$ cat src/hdl/spp_pkg.sv
// ----------------------------------------------------------------------------
// spp_pkg
// Shared types, widths and codes of the sweep-and-prune pair finder.
// ----------------------------------------------------------------------------
package spp_pkg;

  // Default sizes for the top-level parameters
  localparam int MAX_PROXIES_DEF   = 16;
  localparam int PAIR_CAPACITY_DEF = 63;
  localparam int ID_WIDTH_DEF      = 16;

  // Fixed field widths
  localparam int ID_FIELD_W = 16;
  localparam int COORD_W    = 34;

  // Shape kind codes; the unused code is handled as a box
  localparam logic [1:0] SHAPE_SPHERE  = 2'd0;
  localparam logic [1:0] SHAPE_BOX     = 2'd1;
  localparam logic [1:0] SHAPE_CAPSULE = 2'd2;

  // Saturation limits of a bound (Q18.16)
  localparam logic signed [COORD_W-1:0] BOUND_MAX = {1'b0, {(COORD_W-1){1'b1}}};
  localparam logic signed [COORD_W-1:0] BOUND_MIN = {1'b1, {(COORD_W-1){1'b0}}};

  // One proxy as it arrives
  typedef struct packed {
    logic [ID_FIELD_W-1:0] collider_id;
    logic [1:0]            shape_kind;
    logic signed [31:0]    center_x;
    logic signed [31:0]    end_b_x;
    logic [30:0]           radius;
    logic signed [15:0]    axis0_x;
    logic signed [15:0]    axis1_x;
    logic signed [15:0]    axis2_x;
    logic [30:0]           half_x;
    logic [30:0]           half_y;
    logic [30:0]           half_z;
    logic                  last_proxy;
  } in_item_t;

  // Bounds of one proxy handed to the engine
  typedef struct packed {
    logic signed [COORD_W-1:0] lo;
    logic signed [COORD_W-1:0] hi;
    logic                      last;
  } bounds_t;

  // One result transaction
  typedef struct packed {
    logic [ID_FIELD_W-1:0] first_id;
    logic [ID_FIELD_W-1:0] second_id;
    logic                  pair_valid;
    logic                  overflow;
    logic                  last_pair;
  } out_item_t;

endpackage

$ cat src/hdl/spp_bounds.sv
// ----------------------------------------------------------------------------
// spp_bounds
// Two-stage x-bound unit: registered box products, then bound select and
// saturation to 34 bits.
// ----------------------------------------------------------------------------
module spp_bounds (
  input  logic                           clk,
  input  logic                           rst,
  input  logic                           in_valid,
  input  spp_pkg::in_item_t              item,
  output logic                           busy,
  output logic                           out_valid,
  output spp_pkg::bounds_t               bnd,
  output logic [spp_pkg::ID_FIELD_W-1:0] out_id
);

  // stage 1 registers
  logic                           v1;
  logic [46:0]                    p0, p1, p2;
  logic signed [31:0]             c1, b1;
  logic [30:0]                    r1;
  logic [1:0]                     kind1;
  logic                           last1;
  logic [spp_pkg::ID_FIELD_W-1:0] id1;

  // stage 2 registers
  logic v2;

  // stage 2 logic
  logic [48:0]        sum;
  logic [34:0]        ext;
  logic signed [36:0] cw, bw, rw, ew, lo_w, hi_w, mn_w, mx_w;

  function automatic logic [15:0] mag16(logic [15:0] a);
    return a[15] ? (~a + 16'd1) : a;
  endfunction

  function automatic logic signed [33:0] sat34(logic signed [36:0] v);
    if (v[36:33] == {4{v[36]}}) begin
      return v[33:0];
    end else if (v[36]) begin
      return spp_pkg::BOUND_MIN;
    end else begin
      return spp_pkg::BOUND_MAX;
    end
  endfunction

  // stage valids
  always_ff @(posedge clk) begin
    if (rst) begin
      v1 <= 1'b0;
      v2 <= 1'b0;
    end else begin
      v1 <= in_valid;
      v2 <= v1;
    end
  end

  // stage 1: one product per box axis
  always_ff @(posedge clk) begin
    if (in_valid) begin
      p0    <= 47'(mag16(item.axis0_x)) * 47'(item.half_x);
      p1    <= 47'(mag16(item.axis1_x)) * 47'(item.half_y);
      p2    <= 47'(mag16(item.axis2_x)) * 47'(item.half_z);
      c1    <= item.center_x;
      b1    <= item.end_b_x;
      r1    <= item.radius;
      kind1 <= item.shape_kind;
      last1 <= item.last_proxy;
      id1   <= item.collider_id;
    end
  end

  // stage 2: extent sum and per-shape bounds
  always_comb begin
    sum  = 49'(p0) + 49'(p1) + 49'(p2);
    ext  = sum[48:14];
    cw   = {{5{c1[31]}}, c1};
    bw   = {{5{b1[31]}}, b1};
    rw   = {6'b0, r1};
    ew   = {2'b0, ext};
    mn_w = (cw < bw) ? cw : bw;
    mx_w = (cw < bw) ? bw : cw;
    case (kind1)
      spp_pkg::SHAPE_SPHERE: begin
        lo_w = cw - rw;
        hi_w = cw + rw;
      end
      spp_pkg::SHAPE_CAPSULE: begin
        lo_w = mn_w - rw;
        hi_w = mx_w + rw;
      end
      default: begin
        lo_w = cw - ew;
        hi_w = cw + ew;
      end
    endcase
  end

  always_ff @(posedge clk) begin
    if (v1) begin
      bnd.lo   <= sat34(lo_w);
      bnd.hi   <= sat34(hi_w);
      bnd.last <= last1;
      out_id   <= id1;
    end
  end

  assign busy      = v1 | v2;
  assign out_valid = v2;

endmodule

$ cat config.mk
export PLATFORM = sky130hd
export DESIGN_NAME = spp_bounds
export DESIGN_NICKNAME = d
export VERILOG_FILES = /design/src/hdl/spp_pkg.sv /design/src/hdl/spp_bounds.sv
export SDC_FILE = /design/constraint.sdc
export NUM_CORES = 2
export LEC_CHECK = 0
export ABC_AREA = 1
export BUFFER_PORTS_ARGS = -buffer_cell sky130_fd_sc_hd__clkbuf_2
export CORE_AREA = 2 2 361 721
export DETAILED_ROUTE_END_ITERATION = 8
export DIE_AREA = 0 0 363 723
export PLACE_DENSITY_LB_ADDON = 0.25
export SETUP_SLACK_MARGIN = 0.3
export SLEW_MARGIN = 10
export SYNTH_ARGS = -nofsm -noshare
export SYNTH_HDL_FRONTEND = slang
export SYNTH_SLANG_ARGS = --single-unit
$ cat constraint.sdc
create_clock -name clk -period 8.6 [get_ports clk]
set_input_delay 0.43 -clock clk [delete_from_list [all_inputs] [get_ports clk]]
set_output_delay 0.43 -clock clk [all_outputs]
set_load 0.1 [all_outputs]
==> results.yml <==
drt:
  dr.pass1.iters: 6
  wl_per_cell_um: 20.7
  drtIter0Drc: 4412
  vias: 65900
  via_per_inst: 4.86
  drc: 0
  antenna_left: 0
  wl_mm: 281
place:
  gp_congestion: 0.931
  pre_cts_ws_ns: 0.596
  hpwl_mm: 239
  place.port_buffers: 344
setup_path:
  end_kind: "register"
  ff2ff_setup_slack_ns: 1.27
  critPathSlowestCell: "o21ai_0"
  cp_common_cell: "inv_1"
  rr_worst_depth: 30
  worstPathRequired_ns: 8.95
  r2r_start: "p1[17]"
  path_max_fanout: 12
  cp_data_arrival_time_ns: 7.76
  critical_path_class: "in -> reg"
  regToRegEndpoint: "bnd[37]"
  path_buf_inv: 9
  critPathTopFamily: "adder cells"
  startpoint_type: "input port"
  critPathMaxStageDelay_ns: 0.57
global_route:
  antenna_found_initial: 27
  grt_start_max_net_pins: 81
  grt_usage_pct: 21.5
  grt_pass1_wl_mm: 427
  grt_pass1_vias: 69500
  grt_overflow: 0
status:
  status: "finished, final reports clean"
die:
  die_y_um: 723
  start_util_pct: 29.9
  coreArea_um2: 257000
  fp.dieW_um: 363
  ios: 345
  row_count: 264
  dieArea_um2: 262000
timing:
  setup_tns_ns: 0
  finalWorstPathRequiredPeriod_ns: 7.41
  setup_ws_ns: 1.19
  slew_headroom_pct: 27.6
  fin_skew_ns: 0.0613
  max_freq_mhz: 135
  hold_viol_final: 0
  rsz0062_at_grt: "no"
  finalCritPeriodShare_pct: 86.2
  setup-violations-final: 0
  final_max_slew_viol_count: 0
  tightest_slew_ns: 1.08
clock_tree:
  tritoncts: "done"
  clock-sinks: 342
  hold_buffers: 70
  cts_root_buffer: "clkbuf_16"
  numCtsBuffers: 38
  clkTransAtPathRegs_ns: 0.06
  cts-resized-gates: 0
  htreeDepth: 2
  post_cts.repair.setup_buffers: 0
  insertion_delay_ns: 0.63
  ctsLongestPathBuffers: 3
cells_and_area:
  multi_input_area_um2: 56600
  seq_area_um2: 10300
  final_common_cell: "inv_1"
  fillers: 27700
  most-common-layout-cells: "inv_1 (2276), nand2_1 (2078), fa_1 (1264), nor2_1 (922), ha_1 (632)"
  synthToLayoutAreaGrowth_pct: 9.91
  nets: 12300
  layout-drive-gt1-share_pct: 6.42
synth:
  syn_area_um2: 76800
  ys_seq_area_share_pct: 13.3
  ys_ff_latch: 342
  synth_area_leaders: "fa_1 (33%), edfxtp_1 (13%), inv_1 (11%)"
  synthDistinctLibCells: 59
  synthArstFlopShare_pct: 0
  synth_nets: 12100
  syn_area_per_cell_um2: 7.75
  syn-instance-count: 9908
  synth_area_leader_cell: "fa_1"
  ys.flop_type: "edfxtp_1"
  synth_top_area_share_pct: 32.9
  ys_warn_count: 0
  synth-edff-count: 340
min_path:
  whs_path_depth: 1
  hold_end: "r1[15]"
  min_path_type: "in -> reg"
  worstHoldStart: "item[157]"
flow_run:
  maxCapViolations: 0
-- logic make-up (layout without fill, tap and decap cells) --
family | count (synthesis) | count (layout) | synth area share [%]
AO/OA/AOI/OAI | 1320 | 1320 | 9.49
XOR/XNOR | 209 | 209 | 2.38
adder cells (fa/ha/maj) | 1896 | 1896 | 43.2
buffers and inverters | 2620 | 2923 | 13.0
flip-flops | 342 | 342 | 13.3
other | 0 | 18 | 0
AND/OR/NAND/NOR | 3521 | 3521 | 18.5
-- cells in the mapped netlist, types with 52 or more instances --
cell         n
xnor2_1     71
edfxtp_1   340
xor2_1     138
nand3_1    271
nor3_1      66
nor2_1     924
a31oi_1     52
inv_1     2277
o21ai_0    440
clkbuf_1   229
nand2_1   2079
a21oi_1    580
ha_1       632
fa_1      1264
-- final cells by class --
| class | instances | share of cell area, % |
|---|---|---|
| multi-input cells | 6946 | 67.0 |
| well taps | 3325 | 4.93 |
| clock inverters | 27 | 0.365 |
| clock buffers | 40 | 1.14 |
| inverters | 2312 | 10.3 |
| diodes | 18 | 0.0533 |
| repair buffers | 544 | 4.05 |
| flip-flops and latches | 342 | 12.1 |
-- metrics by stage --
step                util [%]  std cells  instance area [um2]  hold slack, ns
global route            32.8      13500                84400          0.0143
finish                  32.8      13600                84400          0.0242
global placement        32.0      13400                82400           0.400
detailed placement      32.0      13400                82400           0.405
CTS                     32.8      13500                84400       0.0000640
floorplan                  -       9908                76800           0.400
-- worst reg2reg max path, delay by kind of cell (launching register included) --
family / cells / cell delay, ns
fa+ha+maj: 3 / 1.45
flops: 1 / 0.56
simple gates: 14 / 2.26
xor+xnor: 1 / 0.30
buf+inv: 3 / 0.18
compound gates: 9 / 2.26
-- how the worst max path moves through the flow --
stage                   start     end  slack [ns]  depth (start not counted)
CTS                 item[126]  p0[45]        1.26                         30
floorplan            item[94]  p2[42]        1.33                         37
detailed placement  item[113]  p1[43]        0.60                         34
global route        item[126]  p0[45]        0.57                         30
global placement    item[113]  p1[43]        0.61                         34
finish              item[126]  p0[45]        1.19                         30
-- per-layer routing --
| metal | wire (um) | GRT usage (%) |
|---|---|---|
| met5 | 117 | 0 |
| met4 | 14700 | 9.57 |
| met3 | 15400 | 2.37 |
| met2 | 133000 | 36.3 |
| met1 | 118000 | 27.5 |
-- state kept, by name, indices dropped and copies added, names as in the netlist, 2 cells and up --
register  count
kind1         2
r1           31
p1           47
b1           32
p2           47
p0           47
bnd          69
id1          16
out_id       16
c1           32
Power is not shown: default switching activity piles up to over one toggle a cycle in this logic, so the estimate is an artifact.
